## src/rtl/core/lpfs_pkg.sv

```systemverilog
package lpfs_pkg;

   localparam int PIXEL_COUNT = 256;
   localparam int WORD_BITS   = 64;
   localparam int WORD_COUNT  = PIXEL_COUNT / WORD_BITS;

   localparam int SLOT_W      = $clog2(PIXEL_COUNT);
   localparam int BIT_W       = $clog2(WORD_BITS);
   localparam int WORD_NUM_W  = 2;
   localparam int INDEX_W     = 8;
   localparam int VALUE_W     = 8;
   localparam int LEVEL_W     = 3;
   localparam int STEP_W      = 3;
   localparam int DUTY_W      = 8;
   localparam int TICKS_W     = 16;
   localparam int DELAY_W     = 23;
   localparam int QUEUE_DEPTH = 2;

   localparam logic [TICKS_W-1:0] TICKS_RESET = 16'd300;
   localparam logic [DUTY_W-1:0]  MAX_DUTY    = 8'd128;
   localparam logic [STEP_W-1:0]  LAST_STEP   = 3'd7;

   localparam logic CMD_WRITE  = 1'b0;
   localparam logic CMD_RENDER = 1'b1;

   typedef struct packed {
      logic               command;
      logic [INDEX_W-1:0] pixel_index;
      logic [LEVEL_W-1:0] level;
   } job_type;

   // Frame duty for each brightness level; the top level is always on.
   function automatic logic [DUTY_W-1:0] duty_of(input logic [LEVEL_W-1:0] level);
      logic [DUTY_W-1:0] duty;
      unique case (level)
         3'd0: duty = 8'd0;
         3'd1: duty = 8'd1;
         3'd2: duty = 8'd3;
         3'd3: duty = 8'd10;
         3'd4: duty = 8'd25;
         3'd5: duty = 8'd54;
         3'd6: duty = 8'd72;
         3'd7: duty = MAX_DUTY;
         default: duty = 8'd0;
      endcase
      return duty;
   endfunction

   // Chain slot to logical pixel. The chain snakes through pairs of rows:
   // the first half of each 16-slot run counts down, the second half up, and
   // the rows of a pair swap places on every other pair.
   function automatic logic [INDEX_W-1:0] slot_to_pixel(input logic [SLOT_W-1:0] slot);
      logic       half;
      logic [2:0] pos;
      half = slot[3];
      pos  = slot[2:0];
      return {slot[7:5], half, ~(slot[4] ^ slot[5]), (half ? pos : ~pos)};
   endfunction

endpackage

```

## src/rtl/core/lpfs_if.sv

```systemverilog
interface lpfs_req_if import lpfs_pkg::*; ();
   logic               valid;
   logic               ready;
   logic               command;
   logic [INDEX_W-1:0] pixel_index;
   logic [VALUE_W-1:0] pixel_value;

   modport source (output valid, command, pixel_index, pixel_value, input ready);
   modport sink (input valid, command, pixel_index, pixel_value, output ready);
endinterface

interface lpfs_rsp_if import lpfs_pkg::*; ();
   logic                  valid;
   logic                  ready;
   logic [WORD_BITS-1:0]  frame_bits;
   logic [WORD_NUM_W-1:0] word_number;
   logic                  latch_after;
   logic [DELAY_W-1:0]    frame_delay;

   modport source (output valid, frame_bits, word_number, latch_after, frame_delay,
                   input ready);
   modport sink (input valid, frame_bits, word_number, latch_after, frame_delay,
                 output ready);
endinterface

```

## src/rtl/core/lpfs_ram.sv

```systemverilog
module lpfs_ram #(
   parameter int WIDTH = 8,
   parameter int DEPTH = 256
) (
   input  logic                     clock,
   input  logic                     wr_en,
   input  logic [$clog2(DEPTH)-1:0] wr_addr,
   input  logic [WIDTH-1:0]         wr_data,
   input  logic                     rd_en,
   input  logic [$clog2(DEPTH)-1:0] rd_addr,
   output logic [WIDTH-1:0]         rd_data
);

   logic [WIDTH-1:0] mem_ff [DEPTH];
   logic [WIDTH-1:0] rd_data_ff;

   always_ff @(posedge clock) begin
      if (wr_en) begin
         mem_ff[wr_addr] <= wr_data;
      end
      if (rd_en) begin
         rd_data_ff <= mem_ff[rd_addr];
      end
   end

   assign rd_data = rd_data_ff;

endmodule

```

## src/rtl/core/lpfs_front.sv

```systemverilog
module lpfs_front import lpfs_pkg::*; (
   input  logic    clock,
   input  logic    reset,
   lpfs_req_if.sink req_bus,
   output logic    job_valid,
   output job_type job,
   input  logic    job_ready
);

   localparam int PTR_W = $clog2(QUEUE_DEPTH);
   localparam int CNT_W = $clog2(QUEUE_DEPTH + 1);

   job_type          entry_ff [QUEUE_DEPTH];
   logic [PTR_W-1:0] head_ff, head_in;
   logic [PTR_W-1:0] tail_ff, tail_in;
   logic [CNT_W-1:0] count_ff, count_in;
   logic             push, pop;
   job_type          new_job;

   // Only the top bits of a pixel value survive as its level.
   always_comb begin
      new_job.command     = req_bus.command;
      new_job.pixel_index = req_bus.pixel_index;
      new_job.level       = req_bus.pixel_value[VALUE_W-1 -: LEVEL_W];
   end

   assign req_bus.ready = (count_ff != CNT_W'(QUEUE_DEPTH));
   assign push          = req_bus.valid && req_bus.ready;
   assign job_valid     = (count_ff != '0);
   assign job           = entry_ff[head_ff];
   assign pop           = job_valid && job_ready;

   always_comb begin
      head_in  = head_ff;
      tail_in  = tail_ff;
      count_in = count_ff;
      if (push) begin
         tail_in = (tail_ff == PTR_W'(QUEUE_DEPTH - 1)) ? '0 : tail_ff + 1'b1;
      end
      if (pop) begin
         head_in = (head_ff == PTR_W'(QUEUE_DEPTH - 1)) ? '0 : head_ff + 1'b1;
      end
      case ({push, pop})
         2'b10:   count_in = count_ff + 1'b1;
         2'b01:   count_in = count_ff - 1'b1;
         default: count_in = count_ff;
      endcase
   end

   always_ff @(posedge clock) begin
      if (reset) begin
         head_ff  <= '0;
         tail_ff  <= '0;
         count_ff <= '0;
      end else begin
         head_ff  <= head_in;
         tail_ff  <= tail_in;
         count_ff <= count_in;
      end
      if (push) begin
         entry_ff[tail_ff] <= new_job;
      end
   end

endmodule

```

## src/rtl/core/lpfs_back.sv

```systemverilog
module lpfs_back import lpfs_pkg::*; (
   input  logic               clock,
   input  logic               reset,
   input  logic               csr_write_enable,
   input  logic [TICKS_W-1:0] csr_write_data,
   input  logic               job_valid,
   input  job_type            job,
   output logic               job_ready,
   lpfs_rsp_if.source         rsp_bus
);

   typedef enum logic [1:0] {
      ST_IDLE,
      ST_READ,
      ST_FLUSH
   } state_type;

   state_type             state_ff, state_in;
   logic [SLOT_W-1:0]     slot_ff, slot_in;
   logic [SLOT_W-1:0]     pend_slot_ff, pend_slot_in;
   logic                  pend_ff, pend_in;
   logic [WORD_BITS-1:0]  acc_ff, acc_in;
   logic [DUTY_W-1:0]     now_duty_ff, now_duty_in;
   logic [DELAY_W-1:0]    delay_ff, delay_in;
   logic [STEP_W-1:0]     step_ff, step_in;
   logic [TICKS_W-1:0]    ticks_ff;
   logic [PIXEL_COUNT-1:0] written_ff, written_in;
   logic                  lvl_written_ff;

   logic                  rsp_valid_ff, rsp_valid_in;
   logic [WORD_BITS-1:0]  rsp_bits_ff, rsp_bits_in;
   logic [WORD_NUM_W-1:0] rsp_word_ff, rsp_word_in;
   logic                  rsp_latch_ff, rsp_latch_in;
   logic [DELAY_W-1:0]    rsp_delay_ff, rsp_delay_in;

   logic                  ram_wr_en, ram_rd_en;
   logic [SLOT_W-1:0]     ram_rd_addr;
   logic [LEVEL_W-1:0]    ram_rd_data;
   logic [LEVEL_W-1:0]    level;
   logic                  led_on;
   logic [STEP_W-1:0]     next_step;
   logic [DUTY_W-1:0]     next_duty;
   logic [DUTY_W-1:0]     cur_duty;
   logic [DUTY_W+TICKS_W-1:0] product;
   logic [WORD_BITS-1:0]  full_word;
   logic [SLOT_W-BIT_W-1:0] word_index;
   logic                  last_word;
   logic                  out_free;

   lpfs_ram #(
      .WIDTH (LEVEL_W),
      .DEPTH (PIXEL_COUNT)
   ) u_level_ram (
      .clock   (clock),
      .wr_en   (ram_wr_en),
      .wr_addr (job.pixel_index),
      .wr_data (job.level),
      .rd_en   (ram_rd_en),
      .rd_addr (ram_rd_addr),
      .rd_data (ram_rd_data)
   );

   // A pixel never written since reset reads as level zero.
   assign level  = lvl_written_ff ? ram_rd_data : '0;
   assign led_on = (now_duty_ff < duty_of(level));

   assign cur_duty  = duty_of(step_ff);
   assign next_step = (step_ff == LAST_STEP) ? LAST_STEP : step_ff + 1'b1;
   assign next_duty = duty_of(next_step);
   assign product   = (next_duty - cur_duty) * ticks_ff;

   assign word_index = pend_slot_ff[SLOT_W-1:BIT_W];
   assign last_word  = (word_index == (SLOT_W-BIT_W)'(WORD_COUNT - 1));
   assign out_free   = !rsp_valid_ff || rsp_bus.ready;

   always_comb begin
      full_word = acc_ff;
      full_word[pend_slot_ff[BIT_W-1:0]] = led_on;
   end

   assign job_ready   = (state_ff == ST_IDLE);
   assign ram_wr_en   = (state_ff == ST_IDLE) && job_valid && (job.command == CMD_WRITE);
   assign ram_rd_en   = (state_ff == ST_READ);
   assign ram_rd_addr = slot_to_pixel(slot_ff);

   always_comb begin
      state_in     = state_ff;
      slot_in      = slot_ff;
      pend_slot_in = pend_slot_ff;
      pend_in      = pend_ff;
      acc_in       = acc_ff;
      now_duty_in  = now_duty_ff;
      delay_in     = delay_ff;
      step_in      = step_ff;
      written_in   = written_ff;
      rsp_valid_in = rsp_valid_ff && !rsp_bus.ready;
      rsp_bits_in  = rsp_bits_ff;
      rsp_word_in  = rsp_word_ff;
      rsp_latch_in = rsp_latch_ff;
      rsp_delay_in = rsp_delay_ff;

      unique case (state_ff)
         ST_IDLE: begin
            if (job_valid) begin
               if (job.command == CMD_WRITE) begin
                  written_in[job.pixel_index] = 1'b1;
               end else begin
                  now_duty_in = cur_duty;
                  delay_in    = product[DELAY_W-1:0];
                  step_in     = (next_duty >= MAX_DUTY) ? '0 : next_step;
                  slot_in     = '0;
                  pend_in     = 1'b0;
                  state_in    = ST_READ;
               end
            end
         end
         ST_READ: begin
            // The level read in the previous cycle lands in the word here.
            if (pend_ff) begin
               acc_in = full_word;
            end
            pend_in      = 1'b1;
            pend_slot_in = slot_ff;
            slot_in      = slot_ff + 1'b1;
            if (slot_ff[BIT_W-1:0] == {BIT_W{1'b1}}) begin
               state_in = ST_FLUSH;
            end
         end
         ST_FLUSH: begin
            if (out_free) begin
               rsp_valid_in = 1'b1;
               rsp_bits_in  = full_word;
               rsp_word_in  = WORD_NUM_W'(word_index);
               rsp_latch_in = last_word;
               rsp_delay_in = delay_ff;
               pend_in      = 1'b0;
               state_in     = last_word ? ST_IDLE : ST_READ;
            end
         end
         default: state_in = ST_IDLE;
      endcase
   end

   always_ff @(posedge clock) begin
      if (reset) begin
         state_ff     <= ST_IDLE;
         pend_ff      <= 1'b0;
         step_ff      <= '0;
         ticks_ff     <= TICKS_RESET;
         written_ff   <= '0;
         rsp_valid_ff <= 1'b0;
      end else begin
         state_ff     <= state_in;
         pend_ff      <= pend_in;
         step_ff      <= step_in;
         written_ff   <= written_in;
         rsp_valid_ff <= rsp_valid_in;
         if (csr_write_enable) begin
            ticks_ff <= csr_write_data;
         end
      end
      slot_ff      <= slot_in;
      pend_slot_ff <= pend_slot_in;
      acc_ff       <= acc_in;
      now_duty_ff  <= now_duty_in;
      delay_ff     <= delay_in;
      rsp_bits_ff  <= rsp_bits_in;
      rsp_word_ff  <= rsp_word_in;
      rsp_latch_ff <= rsp_latch_in;
      rsp_delay_ff <= rsp_delay_in;
      if (ram_rd_en) begin
         lvl_written_ff <= written_ff[ram_rd_addr];
      end
   end

   assign rsp_bus.valid       = rsp_valid_ff;
   assign rsp_bus.frame_bits  = rsp_bits_ff;
   assign rsp_bus.word_number = rsp_word_ff;
   assign rsp_bus.latch_after = rsp_latch_ff;
   assign rsp_bus.frame_delay = rsp_delay_ff;

endmodule

```

## src/rtl/core/led_panel_pwm_frame_scanner_core.sv

```systemverilog
// PWM frame scanner for a 16x16 LED panel on a 256-bit shift chain. A write
// transaction stores the top three bits of a pixel value as that pixel's
// level; a render transaction produces four 64-bit chain words, slot 0
// first, with latch_after set on the last, each carrying the timer delay to
// the next frame. A render is paced by the level memory's single read port,
// which delivers one chain slot per cycle while a word is read; each word is
// then handed over in a flush step that waits while the result side stalls.
// A two-entry queue in front lets new transactions be taken while a render
// runs. The level store reads as zero after reset without a clearing pass.
module led_panel_pwm_frame_scanner_core import lpfs_pkg::*; (
   input  logic               clock,
   input  logic               reset,
   lpfs_req_if.sink           req_bus,
   lpfs_rsp_if.source         rsp_bus,
   input  logic               csr_write_enable,
   input  logic [TICKS_W-1:0] csr_write_data
);

   logic    job_valid;
   logic    job_ready;
   job_type job;

   lpfs_front u_front (
      .clock     (clock),
      .reset     (reset),
      .req_bus   (req_bus),
      .job_valid (job_valid),
      .job       (job),
      .job_ready (job_ready)
   );

   lpfs_back u_back (
      .clock            (clock),
      .reset            (reset),
      .csr_write_enable (csr_write_enable),
      .csr_write_data   (csr_write_data),
      .job_valid        (job_valid),
      .job              (job),
      .job_ready        (job_ready),
      .rsp_bus          (rsp_bus)
   );

endmodule
```

## src/flat_wrapper.sv

```systemverilog
// flat-port wrapper written by rule: the top's interface ports become plain ports
module led_panel_pwm_frame_scanner_core_flat import lpfs_pkg::*;
  (clock, reset, csr_write_enable, csr_write_data, req_bus_valid, req_bus_command, req_bus_pixel_index, req_bus_pixel_value, req_bus_ready, rsp_bus_valid, rsp_bus_frame_bits, rsp_bus_word_number, rsp_bus_latch_after, rsp_bus_frame_delay, rsp_bus_ready);
  lpfs_req_if req_bus_i ();
  lpfs_rsp_if rsp_bus_i ();
  input  logic clock;
  input  logic reset;
  input  logic csr_write_enable;
  input  logic [TICKS_W-1:0] csr_write_data;
  input wire logic [$bits(req_bus_i.valid)-1:0] req_bus_valid;
  input wire logic [$bits(req_bus_i.command)-1:0] req_bus_command;
  input wire logic [$bits(req_bus_i.pixel_index)-1:0] req_bus_pixel_index;
  input wire logic [$bits(req_bus_i.pixel_value)-1:0] req_bus_pixel_value;
  output wire logic [$bits(req_bus_i.ready)-1:0] req_bus_ready;
  output wire logic [$bits(rsp_bus_i.valid)-1:0] rsp_bus_valid;
  output wire logic [$bits(rsp_bus_i.frame_bits)-1:0] rsp_bus_frame_bits;
  output wire logic [$bits(rsp_bus_i.word_number)-1:0] rsp_bus_word_number;
  output wire logic [$bits(rsp_bus_i.latch_after)-1:0] rsp_bus_latch_after;
  output wire logic [$bits(rsp_bus_i.frame_delay)-1:0] rsp_bus_frame_delay;
  input wire logic [$bits(rsp_bus_i.ready)-1:0] rsp_bus_ready;
  assign req_bus_i.valid = req_bus_valid;
  assign req_bus_i.command = req_bus_command;
  assign req_bus_i.pixel_index = req_bus_pixel_index;
  assign req_bus_i.pixel_value = req_bus_pixel_value;
  assign req_bus_ready = req_bus_i.ready;
  assign rsp_bus_valid = rsp_bus_i.valid;
  assign rsp_bus_frame_bits = rsp_bus_i.frame_bits;
  assign rsp_bus_word_number = rsp_bus_i.word_number;
  assign rsp_bus_latch_after = rsp_bus_i.latch_after;
  assign rsp_bus_frame_delay = rsp_bus_i.frame_delay;
  assign rsp_bus_i.ready = rsp_bus_ready;
  led_panel_pwm_frame_scanner_core u_core (.clock(clock), .reset(reset), .req_bus(req_bus_i), .rsp_bus(rsp_bus_i), .csr_write_enable(csr_write_enable), .csr_write_data(csr_write_data));
endmodule
```

## config.mk

```make
export PLATFORM = sky130hd
export DESIGN_NAME = led_panel_pwm_frame_scanner_core_flat
export DESIGN_NICKNAME = d
export VERILOG_FILES = /design/src/rtl/core/lpfs_pkg.sv /design/src/rtl/core/lpfs_if.sv /design/src/rtl/core/lpfs_ram.sv /design/src/rtl/core/lpfs_front.sv /design/src/rtl/core/lpfs_back.sv /design/src/rtl/core/led_panel_pwm_frame_scanner_core.sv /design/src/flat_wrapper.sv
export SDC_FILE = /design/constraint.sdc
export NUM_CORES = 2
export LEC_CHECK = 0
export BUFFER_PORTS_ARGS = -buffer_cell sky130_fd_sc_hd__buf_4
export CORE_UTILIZATION = 50
export DETAILED_ROUTE_END_ITERATION = 8
export MAX_ROUTING_LAYER = met4
export PLACE_DENSITY = 0.66
export SKIP_CTS_REPAIR_TIMING = 1
export SLEW_MARGIN = 20
export SYNTH_ARGS = -nofsm -noshare
export SYNTH_HDL_FRONTEND = slang
export SYNTH_HIERARCHICAL = 1
export SYNTH_SLANG_ARGS = --single-unit
```

## constraint.sdc

```tcl
create_clock -name clock -period 18.4 [get_ports clock]
set_clock_uncertainty 0.15 [all_clocks]
set_input_delay 3.68 -clock clock [delete_from_list [all_inputs] [get_ports clock]]
set_output_delay 3.68 -clock clock [all_outputs]
set_load 0.03 [all_outputs]
```

==> flow_metrics.py <==
metrics = {
    "route": {
        "first_iter_violations": 3191,
        "drt-total-wl_mm": 135,
        "vias": 34900,
        "detail_route.wl_per_cell_um": 23.0,
        "via_per_inst": 5.95,
        "drt_pass1_iterations": 6,
        "drtAntennaViolNets": 0,
        "remaining_drc_errors": 0,
    },
    "synthesis": {
        "synth_compound_area_share_pct": 6.97,
        "syn_area_per_cell_um2": 13.4,
        "synth_edf_count": 996,
        "ys_seq_area_share_pct": 63.1,
        "synth-main-ff-cell": "edfxtp_1",
        "syn_nets": 4451,
        "yosys.area_share.simple_pct": 10.1,
        "synth_xor_xnor_area_share_pct": 0.601,
        "synth_adder_area_share_pct": 5.34,
        "synth.area.mux_share_pct": 10.7,
        "ys_types": 79,
        "syn_inst": 4231,
        "synth_top_family_by_area": "multiplexers",
        "ys_ff_latch": 1287,
        "yosysWarningCount": 6,
        "synthesis.area_um2": 56700,
        "postSynth.asyncResetShare_pct": 0,
    },
    "timing": {
        "period_share_pct": 48.3,
        "max_freq_ghz": 0.113,
        "slew_violations": 0,
        "rsz0062_at_grt": "no",
        "finalHoldViolCount": 0,
        "finalCriticalPeriod_ns": 8.88,
        "finalSetupViolCount": 0,
        "tightest_slew_ns": 1.20,
        "slew-limit-headroom_pct": 20.2,
        "tns_ns": 0,
    },
    "cells_and_area": {
        "area_delta_synth_final_pct": 11.8,
        "final_area_um2": 63400,
        "drive_gt1_share_pct": 14.9,
        "final_nets": 4487,
        "finalCoreUtilization_pct": 56.3,
        "n_antenna_cell": 0,
    },
    "critical_path": {
        "crit_top_cell": "fa_1",
        "critPathKind": "reg2reg",
        "cpPeakStageDelay_ns": 0.72,
        "cp.required_ns": 18.75,
        "critical_path.slowest_cell": "o41ai_1",
        "worstPathArrival_ns": 9.23,
        "crit_path_end_kind": "flop",
        "start_kind": "flop",
        "path_max_fanout": 15,
    },
    "global_routing": {
        "antenna_found_initial": 2,
        "grt_use_total_pct": 24.2,
        "grt_pass1_vias": 34400,
        "grt-ovfl-total": 0,
        "grt_pass1_wl_mm": 206,
        "grt_max_degree": 167,
    },
    "floorplan": {
        "dieArea_um2": 115000,
        "fp.dieH_um": 339,
        "num_rows": 123,
        "io_pins": 130,
        "die_w_um": 339,
        "start_util_pct": 50.4,
        "coreArea_um2": 112000,
    },
    "power": {
        "p_seq_share_pct": 33.7,
        "power.internal_uw": 6580,
        "clockPowerShare_pct": 25.6,
        "switching_share_pct": 36.4,
        "p_leak_uw": 0.0220,
        "ir_drop_uv": 161,
        "comb_power_share_pct": 40.7,
        "power.density_nw_per_um2": 163,
        "power_switching_uw": 3760,
    },
    "run_status": {
        "outcome": "complete, no violations",
    },
    "clocking": {
        "cts_buffer_depth": 3,
        "clk_latency_ns": 0.75,
        "clk_pin_slew_ns": 0.06,
        "htreeDepth": 4,
        "cts_buffers": 134,
        "cts_tree": "built",
        "cts.sinks": 1287,
        "root_buffer": "clkbuf_16",
    },
    "placement": {
        "hpwl_mm": 81.3,
        "numPortBuffers": 124,
        "gp_congestion": 0.817,
        "dpl_cell_area_um2": 59000,
    },
    "flow_run": {
        "maxCapViolCount": 0,
    },
    "hold_path": {
        "hp-class": "reg2reg",
    },
}
[path summary, 6_finish.rpt]
| path | start | endpoint | slack (ns) | depth (start not counted) |
|---|---|---|---|---|
| hold / removal | u_core/u_back/delay_ff[5]$_DFFE_PP_ | u_core/u_back/rsp_bus.frame_delay[5]$_DFFE_PP_ | 0.27 | 0 |
| setup reg to reg | u_core/u_back/step_ff[0]$_SDFFE_PP0P_ | u_core/u_back/delay_ff[21]$_DFFE_PP_ | 9.52 | 30 |
| setup / recovery | u_core/u_back/step_ff[0]$_SDFFE_PP0P_ | u_core/u_back/delay_ff[21]$_DFFE_PP_ | 9.52 | 30 |
| hold reg to reg | u_core/u_back/delay_ff[5]$_DFFE_PP_ | u_core/u_back/rsp_bus.frame_delay[5]$_DFFE_PP_ | 0.27 | 0 |
[through the flow]
stage	worst slack, ns	power, µW	hold slack (ns)	cells
after CTS	9.38	10400	0.269	5868
after floorplan	9.85	6640	0.250	4231
after detailed placement	9.39	7740	0.255	5630
after global routing	8.97	10900	0.271	5869
final	9.52	10300	0.266	5869
after global placement	9.42	7690	0.252	5630
[cells in the mapped netlist, types with 15 or more instances]
library cell / count / area share (%)
mux4_2: 185 / 7.4
fa_1: 100 / 3.5
xnor2_1: 27 / 0.42
a21oi_1: 315 / 2.8
o22ai_1: 25 / 0.28
nor2b_1: 48 / 0.53
buf_6: 18 / 0.36
nand2b_1: 36 / 0.40
o2111ai_1: 67 / 1.0
buf_2: 21 / 0.19
nor3_1: 47 / 0.42
nor2_1: 615 / 4.1
or2_2: 16 / 0.18
o21ai_0: 16 / 0.14
dfxtp_1: 291 / 10
nand3_1: 114 / 1.0
o221ai_1: 35 / 0.54
nand4_1: 15 / 0.17
clkbuf_1: 228 / 1.5
inv_1: 126 / 0.83
a22oi_1: 43 / 0.57
mux2_2: 16 / 0.32
ha_1: 82 / 1.8
edfxtp_1: 996 / 53
buf_1: 17 / 0.11
mux2i_1: 171 / 3.0
and2_1: 62 / 0.68
nand2_1: 302 / 2.0
a31oi_1: 23 / 0.25
[power by group through the flow]
stage          Sequential [µW]  Clock (µW)  Combinational [µW]
2_1_floorplan             3520           0                3120
3_3_place_gp              3550           0                4140
3_5_place_dp              3550           0                4190
4_1_cts                   3490        2690                4220
5_1_grt                   3500        2800                4600
6_report                  3490        2650                4210
[critical path, delay by kind of cell, from the launching register on]
| family | cells | cell delay, ns |
|---|---|---|
| fa+ha+maj | 8 | 3.35 |
| flops | 1 | 0.46 |
| simple gates | 4 | 0.63 |
| buf+inv | 4 | 0.31 |
| compound gates | 12 | 3.10 |
| xor+xnor | 2 | 0.65 |
[per-layer routing]
layer / global-route usage, % / part of all wire [%]
met5: - / 0
met4: 8.12 / 2.7
met3: 4.14 / 7.6
met2: 37.4 / 48
met1: 32.7 / 42
[placed cells by master (no fill, tap or decap), types with 82 or more instances in the layout]
master,count
a21oi_1,314
buf_4,191
clkbuf_16,141
dfxtp_1,291
edfxtp_1,996
fa_1,100
ha_1,82
inv_1,126
mux2i_1,171
mux4_2,185
nand2_1,301
nand3_1,114
nor2_1,607
[cells by family after synthesis]
kind of cell | count (synthesis)
mux | 372
fa+ha+maj | 182
simple gates | 1309
compound gates | 616
buf+inv | 427
flops | 1287
xor+xnor | 38
[state kept, by name, summed over array words and instances (netlist names), 8 cells and up, named ones only]
name                               cells
u_core/u_back/slot_ff                  8
u_core/u_back/rsp_bus.frame_delay     23
u_core/u_front/entry_ff               24
u_core/u_back/rsp_bus.frame_bits      64
u_core/u_back/written_ff             256
u_core/u_back/u_level_ram/mem_ff     768
u_core/u_back/ticks_ff                16
u_core/u_back/acc_ff                  64
u_core/u_back/pend_slot_ff             8
u_core/u_back/delay_ff                23
[layout make-up]
class,instances,area (µm²)
clock buffer,174,3710
clock inverter,64,607
fill,8989,49100
inverter,131,499
multi-input combinational,2517,19400
sequential,1287,35700
tap,1500,1880
timing repair buffer,196,1530
(Power assumes the default switching activity.)
